--- config.mk ---
export PLATFORM = sky130hd
export DESIGN_NAME = rmq_ctrl
export DESIGN_NICKNAME = d
export VERILOG_FILES = /design/src/hdl/rmq_pkg.sv /design/src/hdl/rmq_ctrl.sv
export VERILOG_INCLUDE_DIRS = /design/src /design/src/hdl
export SDC_FILE = /design/constraint.sdc
export NUM_CORES = 1
export LEC_CHECK = 0
export ABC_CLOCK_PERIOD_IN_PS = 1250
export BUFFER_PORTS_ARGS = -buffer_cell sky130_fd_sc_hd__buf_2
export CAP_MARGIN = 0
export CORE_AREA = 2 2 39 41
export DETAILED_ROUTE_END_ITERATION = 10
export DIE_AREA = 0 0 41 43
export PLACE_DENSITY = 0.31
export SLEW_MARGIN = 20
export SYNTH_ARGS = -nofsm -noshare
export SYNTH_HDL_FRONTEND = slang
export SYNTH_SLANG_ARGS = --single-unit
--- constraint.sdc ---
create_clock -name i_clk -period 1.25 [get_ports i_clk]
set_input_delay 0.125 -clock i_clk [delete_from_list [all_inputs] [get_ports i_clk]]
set_output_delay 0.125 -clock i_clk [all_outputs]
set_load 0.02 [all_outputs]
--- src/hdl/range_min_max_query_assert.svh ---
// Assertion macros shared by the range query engine modules.
`ifndef RANGE_MIN_MAX_QUERY_ASSERT_SVH
`define RANGE_MIN_MAX_QUERY_ASSERT_SVH

// Checks that the consequent holds in the same cycle as the antecedent.
`define RMQ_ASSERT_IMP(label, ante, cons) \
    label: assert property (@(posedge i_clk) disable iff (!i_rst_n) (ante) |-> (cons)) \
        else $error("range query check failed");

// Checks that the consequent holds in the cycle after the antecedent.
`define RMQ_ASSERT_NXT(label, ante, cons) \
    label: assert property (@(posedge i_clk) disable iff (!i_rst_n) (ante) |=> (cons)) \
        else $error("range query check failed");

`endif

--- src/hdl/rmq_pkg.sv ---
// Types, constants and control structures of the range query engine.
`default_nettype none

package rmq_pkg;

    localparam int DEPTH  = 1024;
    localparam int LEVELS = 11;

    localparam int DATA_W = 32;
    localparam int IDX_W  = 10;
    localparam int LEN_W  = 11;

    localparam int POS_W  = ($clog2(DEPTH) > IDX_W) ? $clog2(DEPTH) : IDX_W;
    localparam int CNT_W  = POS_W + 1;
    localparam int LVL_W  = $clog2(LEVELS + 1);
    localparam int LVL_AW = $clog2(LEVELS);
    localparam int ADDR_W = LVL_AW + POS_W;
    localparam int TABLE_DEPTH = LEVELS * (2 ** POS_W);
    localparam int SPAN_W = LEVELS + CNT_W;
    localparam int K_W    = $clog2(CNT_W);

    typedef enum logic [1:0] {
        ACT_LOAD  = 2'd0,
        ACT_BUILD = 2'd1,
        ACT_QUERY = 2'd2
    } t_action;

    typedef enum logic [1:0] {
        ST_IDLE,
        ST_BUILD_RD,
        ST_BUILD_WR,
        ST_QUERY
    } t_state;

    typedef struct packed {
        t_action                  action;
        logic [IDX_W-1:0]         position;
        logic signed [DATA_W-1:0] element_value;
        logic [IDX_W-1:0]         left_index;
        logic [IDX_W-1:0]         right_index;
    } t_in_item;

    typedef struct packed {
        logic signed [DATA_W-1:0] range_max;
        logic signed [DATA_W-1:0] range_min;
        logic                     bad_range;
    } t_out_item;

    typedef struct packed {
        logic accept;
        logic build_rd;
        logic build_wr;
        logic emit;
    } t_ctrl_cmd;

    typedef struct packed {
        logic build_done;
        logic out_free;
    } t_dp_status;

endpackage

`default_nettype wire

--- src/hdl/rmq_ctrl.sv ---
// Controller state machine that sequences loads, table builds and queries.
`default_nettype none
`include "range_min_max_query_assert.svh"

module rmq_ctrl (
    input  wire logic                i_clk,
    input  wire logic                i_rst_n,
    input  wire logic                i_in_valid,
    input  wire rmq_pkg::t_action    i_action,
    input  wire rmq_pkg::t_dp_status i_status,
    output rmq_pkg::t_ctrl_cmd       o_cmd,
    output logic                     o_in_stall
);

    import rmq_pkg::*;

    t_state r_state;
    t_state n_state;

    always_ff @(posedge i_clk) begin
        if (!i_rst_n) begin
            r_state <= ST_IDLE;
        end else begin
            r_state <= n_state;
        end
    end

    always_comb begin
        n_state = r_state;
        unique case (r_state)
            ST_IDLE: begin
                if (i_in_valid) begin
                    if (i_action == ACT_BUILD) begin
                        n_state = ST_BUILD_RD;
                    end else if (i_action == ACT_QUERY) begin
                        n_state = ST_QUERY;
                    end
                end
            end
            ST_BUILD_RD: begin
                n_state = i_status.build_done ? ST_IDLE : ST_BUILD_WR;
            end
            ST_BUILD_WR: begin
                n_state = ST_BUILD_RD;
            end
            ST_QUERY: begin
                if (i_status.out_free) begin
                    n_state = ST_IDLE;
                end
            end
            default: begin
                n_state = ST_IDLE;
            end
        endcase
    end

    always_comb begin
        o_cmd      = '0;
        o_in_stall = 1'b1;
        unique case (r_state)
            ST_IDLE: begin
                o_in_stall   = 1'b0;
                o_cmd.accept = i_in_valid;
            end
            ST_BUILD_RD: begin
                o_cmd.build_rd = !i_status.build_done;
            end
            ST_BUILD_WR: begin
                o_cmd.build_wr = 1'b1;
            end
            ST_QUERY: begin
                o_cmd.emit = i_status.out_free;
            end
            default: begin
                o_in_stall = 1'b1;
            end
        endcase
    end

    `RMQ_ASSERT_NXT(a_build_start, r_state == ST_IDLE && i_in_valid && i_action == ACT_BUILD, r_state == ST_BUILD_RD)
    `RMQ_ASSERT_IMP(a_write_after_read, r_state == ST_BUILD_WR, $past(r_state) == ST_BUILD_RD)
    `RMQ_ASSERT_NXT(a_query_waits, r_state == ST_QUERY && !i_status.out_free, r_state == ST_QUERY)

endmodule

`default_nettype wire

# --- Yosys cells after proc, flatten, opt, wreduce, memory -nomap -nowiden ---
# Cells that the tools add are included.
word_totals:
  regBits: 2
  inputBits: 7
  out_inout_bits: 5
  elab_cells: 23
op_classes:
  n_eq_ne: 8
  mux: 11
  n_reduce_logical: 3
ops:
  columns: ["cell", "n"]
  rows:
  - ["2-bit 2-to-1 mux", 5]
  - ["2-bit case mux with 4 select lines", 1]
  - ["2-bit equality test, second input constant", 3]
  - ["1-bit 2-to-1 mux", 5]
  - ["2-bit by 1-bit equality test with 1-bit output, second input constant", 2]
  - ["2-bit inequality test, second input constant", 2]
  - ["3-bit inequality test, second input constant", 1]
  - ["3-bit AND reduction", 1]
  - ["2-bit logical NOT", 1]
  - ["1-bit logical NOT", 1]

# --- Longest topological paths before layout ---
# Gate-level depths: netlist of the first run.
logic_depth:
  ltp_word: 5
  mapped_depth: 4
  mapped_depth_nobuf: 4

# --- Worst setup path after synthesis of the first run ---
# No wires, ideal clock.
synth_timing:
  path_type: "flip-flop to flip-flop"
  start: "register r_state[1]"
  end: "register r_state[1]"
  arrival_ns: 1.138
  slack_ns: 0.048
  path_stages_with_launch: 3
  n_path_buf: 0
  path_cell_list: "dfxtp_1 > nor3b_1 > a32o_1"
synth_via:
  elab_chain_cells: 3
  elab_cells_between_ends: 9
  classes_between: "6 x eq/ne; 1 x mux; 2 x reduce/logical"
synth_rtl:
  columns: ["element", "line", "source"]
  rows:
  - ["start, declared", "rmq_ctrl.sv:17", "t_state r_state;"]
  - ["start signal, assigned", "rmq_ctrl.sv:24", "r_state <= n_state;"]
  - ["2-bit equality test or 2-bit logical NOT (tied branches)", "rmq_ctrl.sv:30", "unique case (r_state)"]
  - ["2-bit inequality test (no line) or 3-bit inequality test (tied branches)", null, null]
  - ["3-bit AND reduction (no line)", null, null]
# Parallel ways exist; a longest one is shown, timed or not.
# A chain may end at the register's enable or synchronous reset.

# --- Worst setup path after layout of the first run ---
layout_timing:
  start: "register r_state[1]"
  end: "output o_in_stall"
layout_via:
  elab_chain_cells: 2
layout_rtl:
  columns: ["element", "line", "source"]
  rows:
  - ["2-bit logical NOT", "rmq_ctrl.sv:60", "unique case (r_state)"]
  - ["1-bit 2-to-1 mux", "rmq_ctrl.sv:60", null]
  - ["end, declared", "rmq_ctrl.sv:12", "output logic o_in_stall"]
# Every way passes these cells.

==> impl_results.md, run 1 <==
- Num Clock Sinks: 2
- Switching Power: between 0.00007 and 0.00008 W
- Dpl hpwl: around 300 um
- Multi-input logic area: roughly 100 sq um
- Port bufs: 11
- Max reg flops: 2
- Sequential share of the synthesized area: between 20 and 30%
- Sequential Power Share: between 20 and 30%
- Final setup viols: 0
- Max incr delay on CP: around 0.36 ns
- Max cap viols: 0
- Slowest CP cell: dfxtp_1
- Pre-CTS setup slack: 0.3175 ns
- CTS tree: done
- Final min period: approximately 1.2 ns
- Reg-to-Reg End: r_state[1]
- Critical Path End Type: output pin
- Warnings from Yosys: 0
- Util after Layout: around 18%
- Pre-antenna DRT Iters: 3
- FF+latch area: roughly 41 sq um
- Root Driver: clkbuf_4
- Die area: approximately 0.0018 sq mm
- CTS clk-pin slew, worst paths: roughly 0.030 ns
- Worst Tran Pin Value: 0.2228 ns
- Unrepaired setup endpoints after global routing: false
- R2R cell count: 2
- Clock power frac: about 49%
- First-pass GRT wire length: a little over 600 um
- Combinational share of power: between 20% and 30%
- Area Growth Syn to Fin: 74.11%
- PD cells: ~1200 mW/mm^2
- Setup TNS: 0 ns
- Worst slew margin: a little under nine tenths
- Grt ovf: 0
- DR vias: 160
- Cell-internal power: around 0.00021 W
- GR Util All Layers: approximately 5.5%
- Crit-path cells: or2_2, buf_2
- GPL Wtd Cong: ~0.56
- Fillers: roughly 160
- Post-CTS Resized: 0
- Antenna viol nets, final: 0
- Die W: between 40 and 50 um
- Most frequent cells in the layout: buf_2, nor3b_1, clkbuf_4
- Synth Area per Inst: 9.342 sq um
- Worst Slack Setup Final: 0.07833 ns
- Final hold violations: 0
- Min Hold Slack: roughly 0.15 ns
- Critical path required time: 1.12 ns
- Critical Path Start Type: register
- Commonest non-fill, non-tap cell in the layout: buf_2
- CORE AREA: approximately 0.0014 sq mm
- Drt drc: 0
- Number of hold buffers added after cts: 0
- Hold depth: 2
- Family with the most delay on the worst path: flip-flops
- Post-Syn Area: between 100 and 150 sq um
- CTS max path bufs: 2
- Final period utilization: a little over nine tenths
- Final nets: 39
- Min-delay worst type: in -> reg
- CP Max Fanout: 7
- HP Start: i_rst_n
- Top flop regs: r_state (2)
- Skew final: about 0.0053 ns
- Worst Path Arrival: ~1.1 ns
- Initial DRC count: 2
- Placement Rows: 14
- IO Count: 12
- Status: completed
- Vias in the first global route: between 100 and 150
- Slew Limit Fails: 0
- Post-Route WL: between 300 and 400 um
- ANT cells: 0
- Die Ht: around 43 um
- Initial antenna violation count: 0
- Type of the worst setup path: reg -> out
- Post-CTS Setup Inserts: 0
- Min-Delay Endpoint: r_state[0]
- Largest register by flop count: r_state
- Leak: between 0.1 and 0.15 nW
- Cts bufs inserted: 3
- H-Tree Depth: 1
- Largest net degree at the start of global routing: 9
- Worst vdd ir: around 0.00052 V
- R2R setup slack: about 0.34 ns
- Unique masters post-synth: 11
- Syn_nets: 23
- Initial core utilization: 10.13%
- Drt wl/cell: between 8 and 9 um
- Worst-skew pair later-pin latency: approximately 0.22 ns
- Vias per std cell: 3.556
- Syn Inst Count: 15
- Sw frac: 27.43%
- Fraction of layout cells with a size suffix above 1: between 50% and 60%
- Reg-to-reg critical path startpoint: r_state[1]
- FMAX: roughly 850 MHz
- Synth Register Bits: 2
- Critical path buffer and inverter count: 1
## power by group through the flow
stage	sequential (W)	clock, W	combinational, W
6_report	0.0000797	0.000141	0.0000677
5_1_grt	0.0000817	0.000152	0.0000763
4_1_cts	0.0000783	0.000146	0.0000679
3_5_place_dp	0.0000791	0	0.0000670
3_3_place_gp	0.0000782	0	0.0000668
2_1_floorplan	0.0000768	0	0.0000417
## layer usage
layer	routed length, um	up-vias	track usage (%)
li1	-	85	-
met1	222	63	7.643
met2	110	12	5.938
met3	57	0	6.283
met4	0	0	0
met5	0	-	0
## cell usage after synthesis (all sizes together)
master,instances,area [sq um]
nor3b,4,30.03
dfxtp,2,40.04
a21boi,1,7.510
a32o,1,10.01
and3,1,6.260
ha,1,12.51
inv,1,3.750
mux2i,1,10.01
nor2b,1,6.260
o21a,1,7.510
or2,1,6.260
## final cells by class
| type | instances | share of cell area [%] |
|---|---|---|
| Clock buffer | 3 | 9.231 |
| Timing Repair Buffer | 11 | 22.56 |
| Tap cell | 16 | 8.205 |
| Multi-Input combinational cell | 12 | 41.54 |
| Sequential cell | 2 | 16.92 |
| Inverter | 1 | 1.538 |
## through the flow
| stage | cells | cell area (sq um) | total power [W] |
|---|---|---|---|
| after floorplan | 15 | 140.1 | 0.0001185 |
| after global placement | 42 | 215.2 | 0.0001450 |
| after detailed placement | 42 | 215.2 | 0.0001461 |
| after CTS | 45 | 237.7 | 0.0002923 |
| after global routing | 45 | 244.0 | 0.0003101 |
| final | 45 | 244.0 | 0.0002882 |
## worst max-delay path by stage
stage / cells after the start / slack, ns / startpoint / to
final: 2 / 0.08 / r_state[1] / o_in_stall
after global routing: 2 / 0.02 / r_state[1] / o_in_stall
after CTS: 2 / 0.07 / r_state[1] / o_cmd[3]
after detailed placement: 2 / 0.32 / r_state[1] / o_in_stall
after global placement: 2 / 0.31 / r_state[1] / o_cmd[3]
after floorplan: 2 / 0.05 / r_state[1] / r_state[1]
## cells by family (layout without fill, tap and decap cells)
logic type               Yosys count  after routing  share of synthesized area (%)
AO/OA/AOI/OAI                      3              3                          17.86
adder cells (fa/ha/maj)            1              1                          8.927
buffers and inverters              1             15                          2.676
flip-flops                         2              2                          28.57
multiplexers                       1              1                          7.143
AND/OR/NAND/NOR                    7              7                          34.83
Note: power is estimated with default switching activity, not from simulation.
==> run 2: changes to the inputs <==
Settings changed: BUFFER_PORTS_ARGS -buffer_cell sky130_fd_sc_hd__buf_2 to -buffer_cell sky130_fd_sc_hd__buf_4, CTS_CLUSTER_DIAMETER from default to 30.
==> impl_results.md, run 2 (synthesized netlist as in run 1, its figures left out) <==
- GPL Wtd Cong: 0.5388 (-3.9%)
- Cell-internal power: 0.0002211 W (+5.7%)
- Post-CTS Setup Inserts: 0 (unchanged)
- H-Tree Depth: 1 (unchanged)
- CORE AREA: 0.001384 sq mm (unchanged)
- Worst vdd ir: 0.0004356 V (-17%)
- Worst Slack Setup Final: 0.08425 ns (+0.005919 ns)
- CP Max Fanout: 7 (unchanged)
- Final setup viols: 0 (unchanged)
- ANT cells: 0 (unchanged)
- DR vias: 169 (+5.6%)
- Final period utilization: 93.26% (-0.47 points)
- FMAX: 857.8 MHz (+0.51%)
- Top flop regs: r_state (2)
- Drt wl/cell: 9.422 um (+8.4%)
- Sw frac: 26.41% (-1.0 points)
- Commonest non-fill, non-tap cell in the layout: buf_4
- Cts bufs inserted: 3 (unchanged)
- Most frequent cells in the layout: buf_4, nor3b_1, clkbuf_4
- Final min period: 1.166 ns (-0.005919 ns)
- Multi-input logic area: 101.3 sq um (unchanged)
- Antenna viol nets, final: 0 (unchanged)
- Pre-CTS setup slack: 0.2866 ns (-0.03085 ns)
- Grt ovf: 0 (unchanged)
- Reg-to-reg critical path startpoint: r_state[1]
- Unrepaired setup endpoints after global routing: false
- Slowest CP cell: dfxtp_1
- Die Ht: 43 um (unchanged)
- Fraction of layout cells with a size suffix above 1: 58.62% (unchanged)
- IO Count: 12 (unchanged)
- Clock power frac: 46.5% (-2.4 points)
- Num Clock Sinks: 2 (unchanged)
- PD cells: 1106 mW/mm^2 (-6.3%)
- Worst Tran Pin Value: 0.2265 ns (+0.003742 ns)
- Switching Power: 0.00007932 W (+0.34%)
- First-pass GRT wire length: 676 um (+11%)
- Setup TNS: 0 ns (unchanged)
- Util after Layout: 19.62% (+2.0 points)
- Die W: 41 um (unchanged)
- Sequential Power Share: 26.6% (-1.0 points)
- Die area: 0.001763 sq mm (unchanged)
- Leak: 0.1318 nW (+4.8%)
- Pre-antenna DRT Iters: 3 (unchanged)
- Area Growth Syn to Fin: 93.75%
- Largest net degree at the start of global routing: 9 (unchanged)
- Crit path from: r_state[1]
- Type of the worst setup path: reg -> out
- Worst-skew pair later-pin latency: 0.22 ns (about the same)
- Fillers: 151 (-2.6%)
- DP Area: 242.7 sq um (+13%)
- Worst Path Arrival: 1.04 ns (about the same)
- Critical Path End Type: output pin
- Final hold violations: 0 (unchanged)
- HP Start: i_rst_n
- Max cap viols: 0 (unchanged)
- FF+latch area: 41.29 sq um (unchanged)
- Placement Rows: 14 (unchanged)
- CTS tree: done
- Max reg flops: 2 (unchanged)
- Largest register by flop count: r_state
- CTS clk-pin slew, worst paths: 0.03 ns (about the same)
- Worst slew margin: 84.88% (-0.25 points)
- Skew final: 0.006607 ns (+0.001273 ns)
- Post-Route WL: 424 um (+8.4%)
- Port bufs: 11 (unchanged)
- Initial DRC count: 2 (unchanged)
- GR Util All Layers: 6.212% (+0.71 points)
- Final Cell Area: 271.5 sq um (+11%)
- Initial antenna violation count: 0 (unchanged)
- Critical Path Start Type: register
- Vias in the first global route: 170 (+16%)
- Critical path required time: 1.12 ns (about the same)
- Root Driver: clkbuf_4
- Initial core utilization: 10.13% (unchanged)
- Drt drc: 0 (unchanged)
- Status: completed
- Max incr delay on CP: 0.36 ns (about the same)
- Combinational share of power: 26.9% (+3.4 points)
- Vias per std cell: 3.756 (+5.6%)
- Final nets: 39 (unchanged)
- Min-delay worst type: in -> reg
- Crit-path cells: or2_2, buf_4
- Slew Limit Fails: 0 (unchanged)
- CTS max path bufs: 2 (unchanged)
run 2: cell counts in the layout (fill, tap and decap cells not counted):
Identical to the previous run, type by type.
run 2: critical path, delay by kind of cell, from the launching register on:
kind	cells	cell delay [ns]
AND/OR/NAND/NOR	1	0.31
buffers and inverters	1	0.16
flip-flops	1	0.36
run 2: metal layers:
metal | share of wire (%) | GRT usage (%)
met3 | 13 | 3.665
met4 | 0 | 6.000
met2 | 38 | 7.187
met5 | 0 | 0
met1 | 48 | 7.348
run 2: power by group through the flow:
| stage | Clock, W | Combinational, W | Sequential [W] |
|---|---|---|---|
| after floorplan | 0 | 0.0000417 | 0.0000768 |
| after global placement | 0 | 0.0000796 | 0.0000783 |
| after detailed placement | 0 | 0.0000802 | 0.0000793 |
| after CTS | 0.000147 | 0.0000809 | 0.0000784 |
| after global routing | 0.000161 | 0.0000883 | 0.0000819 |
| final | 0.000140 | 0.0000808 | 0.0000800 |
run 2: path summary, 6_finish.rpt:
check | cells past startpoint | slack, ns | end
worst max-delay path | 2 | 0.08 | o_in_stall
worst min-delay path | 2 | 0.12 | r_state[0]
worst max register to register | 2 | 0.33 | r_state[1]
worst min register to register | 1 | 0.59 | r_state[1]
run 2: layout make-up:
type                            count  share of cell area, %
Clock buffer                        3                  8.295
Inverter                            1                  1.382
Multi-Input combinational cell     12                  37.33
Sequential cell                     2                  15.21
Tap cell                           16                  7.373
Timing Repair Buffer               11                  30.41
run 2: repair_timing:
| action | CTS | global route |
|---|---|---|
| resized for setup | 0 | 2 |
| hold buffers | 0 | 0 |
| endpoints found under the setup margin | 0 | 2 |
run 2: per-stage QoR:
stage	cells	hold slack, ns	total power, W
floorplan	15	0.2427	0.0001185
global placement	42	0.3551	0.0001579
detailed placement	42	0.3555	0.0001595
CTS	45	0.1227	0.0003060
global route	45	0.1242	0.0003310
finish	45	0.1239	0.0003004
==> run 3: changes to the inputs <==
--- a/config.mk
+++ b/config.mk
@@ -10,8 +10,8 @@
 export BUFFER_PORTS_ARGS = -buffer_cell sky130_fd_sc_hd__buf_4
 export CAP_MARGIN = 0
-export CORE_AREA = 2 2 39 41
+export CORE_AREA = 5 5 42 44
 export CTS_CLUSTER_DIAMETER = 30
 export DETAILED_ROUTE_END_ITERATION = 10
-export DIE_AREA = 0 0 41 43
+export DIE_AREA = 0 0 47 49
 export PLACE_DENSITY = 0.31
 export SLEW_MARGIN = 20
==> constraint.sdc (replaced) <==
create_clock -name i_clk -period 1.25 [get_ports i_clk]
set_input_delay 0.0625 -clock i_clk [delete_from_list [all_inputs] [get_ports i_clk]]
set_output_delay 0.0625 -clock i_clk [all_outputs]
set_load 0.02 [all_outputs]
==> impl_results.md, run 3 (synthesized netlist as in run 1, its figures left out) <==
- Status: completed
- Initial DRC count: 1 (-1)
- PD cells: 1134 mW/mm^2 (+2.5%)
- Type of the worst setup path: reg -> out
- Vias per std cell: 3.533 (-5.9%)
- Final setup viols: 0 (unchanged)
- Slew Limit Fails: 0 (unchanged)
- GR Util All Layers: 4.641% (-1.6 points)
- Post-CTS Resized: 0 (unchanged)
- Final Cell Area: 265.3 sq um (-2.3%)
- Critical Path Start Type: register
- Commonest non-fill, non-tap cell in the layout: buf_4
- CTS tree: done
- Placed Cells: 42 (unchanged)
- CTS max path bufs: 2 (unchanged)
- DR vias: 159 (-5.9%)
- Fillers: 171 (+13%)
- Post-route insts no fill: 45 (unchanged)
- GPL Wtd Cong: 0.7444 (+38%)
- Port bufs: 11 (unchanged)
- Critical path required time: 1.19 ns (+0.07 ns)
- CORE AREA: 0.001401 sq mm (+1.3%)
- Leak: 0.1283 nW (-2.6%)
- First-pass GRT wire length: 717 um (+6.1%)
- Drt wl/cell: 9.511 um (+0.94%)
- Final hold violations: 0 (unchanged)
- Post-CTS Setup Inserts: 0 (unchanged)
- Min-delay worst type: in -> reg
- Drt drc: 0 (unchanged)
- Worst Tran Pin Value: 0.2766 ns (+0.05004 ns)
- Pre-antenna DRT Iters: 2 (-1)
- CP Max Fanout: 7 (unchanged)
- Fraction of layout cells with a size suffix above 1: 51.72% (-6.9 points)
- Initial antenna violation count: 0 (unchanged)
- Cts bufs inserted: 3 (unchanged)
- Root Driver: clkbuf_4
- Grt ovf: 0 (unchanged)
- Max cap viols: 0 (unchanged)
- Top flop regs: r_state (2)
- Worst slew margin: 81.52% (-3.4 points)
- Critical Path End Type: output pin
- Antenna viol nets, final: 0 (unchanged)
- Worst Path Arrival: 1.07 ns (+0.03 ns)
- Unrepaired setup endpoints after global routing: false
- Multi-input logic area: 96.34 sq um (-4.9%)
- Final nets: 39 (unchanged)
- Max reg flops: 2 (unchanged)
- CTS clk-pin slew, worst paths: 0.03 ns (about the same)
- Worst vdd ir: 0.0003724 V (-14%)
- Die W: 47 um (+15%)
- Placement Rows: 14 (unchanged)
- Die area: 0.002303 sq mm (+31%)
- Skew final: 0.001987 ns (-0.004620 ns)
- Die Ht: 49 um (+14%)
- Num Clock Sinks: 2 (unchanged)
- Setup TNS: 0 ns (unchanged)
- Post-Route WL: 428 um (+0.94%)
- FF+latch area: 40.04 sq um (-3.0%)
- Worst-skew pair later-pin latency: 0.22 ns (about the same)
- FMAX: 880.9 MHz (+2.7%)
- Vias in the first global route: 187 (+10%)
- DP Area: 242.7 sq um (unchanged)
- Final min period: 1.135 ns (-0.03052 ns)
- Largest register by flop count: r_state
- Initial core utilization: 10.00% (-0.13 points)
- Final period utilization: 90.82% (-2.4 points)
- H-Tree Depth: 1 (unchanged)
- IO Count: 12 (unchanged)
- Most frequent cells in the layout: buf_4, nor3b_1, clkbuf_4, dfxtp_1
- ANT cells: 0 (unchanged)
- Largest net degree at the start of global routing: 9 (unchanged)
- Area Growth Syn to Fin: 89.29%
- Number of hold buffers added after cts: 0 (unchanged)
[run 3: routing by layer]
metal | vias up | global-route usage [%] | share of wire (%)
li1 | 84 | - | -
met1 | 67 | 4.814 | 46
met5 | - | 0 | 0
met4 | 0 | 5.530 | 0
met2 | 8 | 5.882 | 42
met3 | 0 | 2.214 | 12
[run 3: report_power, final]
group	switching, W	internal, W	total, W
Combinational	0.0000351	0.0000438	0.0000789
Clock	0.0000377	0.000106	0.000144
Sequential	0.00000847	0.0000696	0.0000781
Total	0.0000813	0.000219	0.000301
[run 3: metrics by stage]
step	worst slack [ns]	util (%)	hold WS (ns)	total power [W]
CTS	0.1128	18.93	0.05535	0.0003136
floorplan	0.04831	-	0.1802	0.0001185
finish	0.1148	18.93	0.06439	0.0003007
detailed placement	0.3711	17.32	0.2949	0.0001585
global route	0.03215	18.93	0.07637	0.0003207
global placement	0.3759	17.32	0.2937	0.0001584
[run 3: worst paths after layout]
kind | from | to | slack, ns | cells after the start
max | r_state[1] | o_cmd[3] | 0.11 | 2
min | i_rst_n | r_state[0] | 0.06 | 2
max reg2reg | r_state[1] | r_state[1] | 0.36 | 2
min reg2reg | r_state[0] | r_state[1] | 0.64 | 1
[run 3: layout make-up]
class	count	area share, %
sequential	2	15.09
inverter	1	1.415
timing repair buffer	11	31.13
tap	16	7.547
multi-input combinational	12	36.32
clock buffer	3	8.491
[run 3: critical path, cell delays in order (launching register included)]
cell,delay [ns]
dfxtp_1,0.35
nor3b_1,0.30
buf_4,0.20
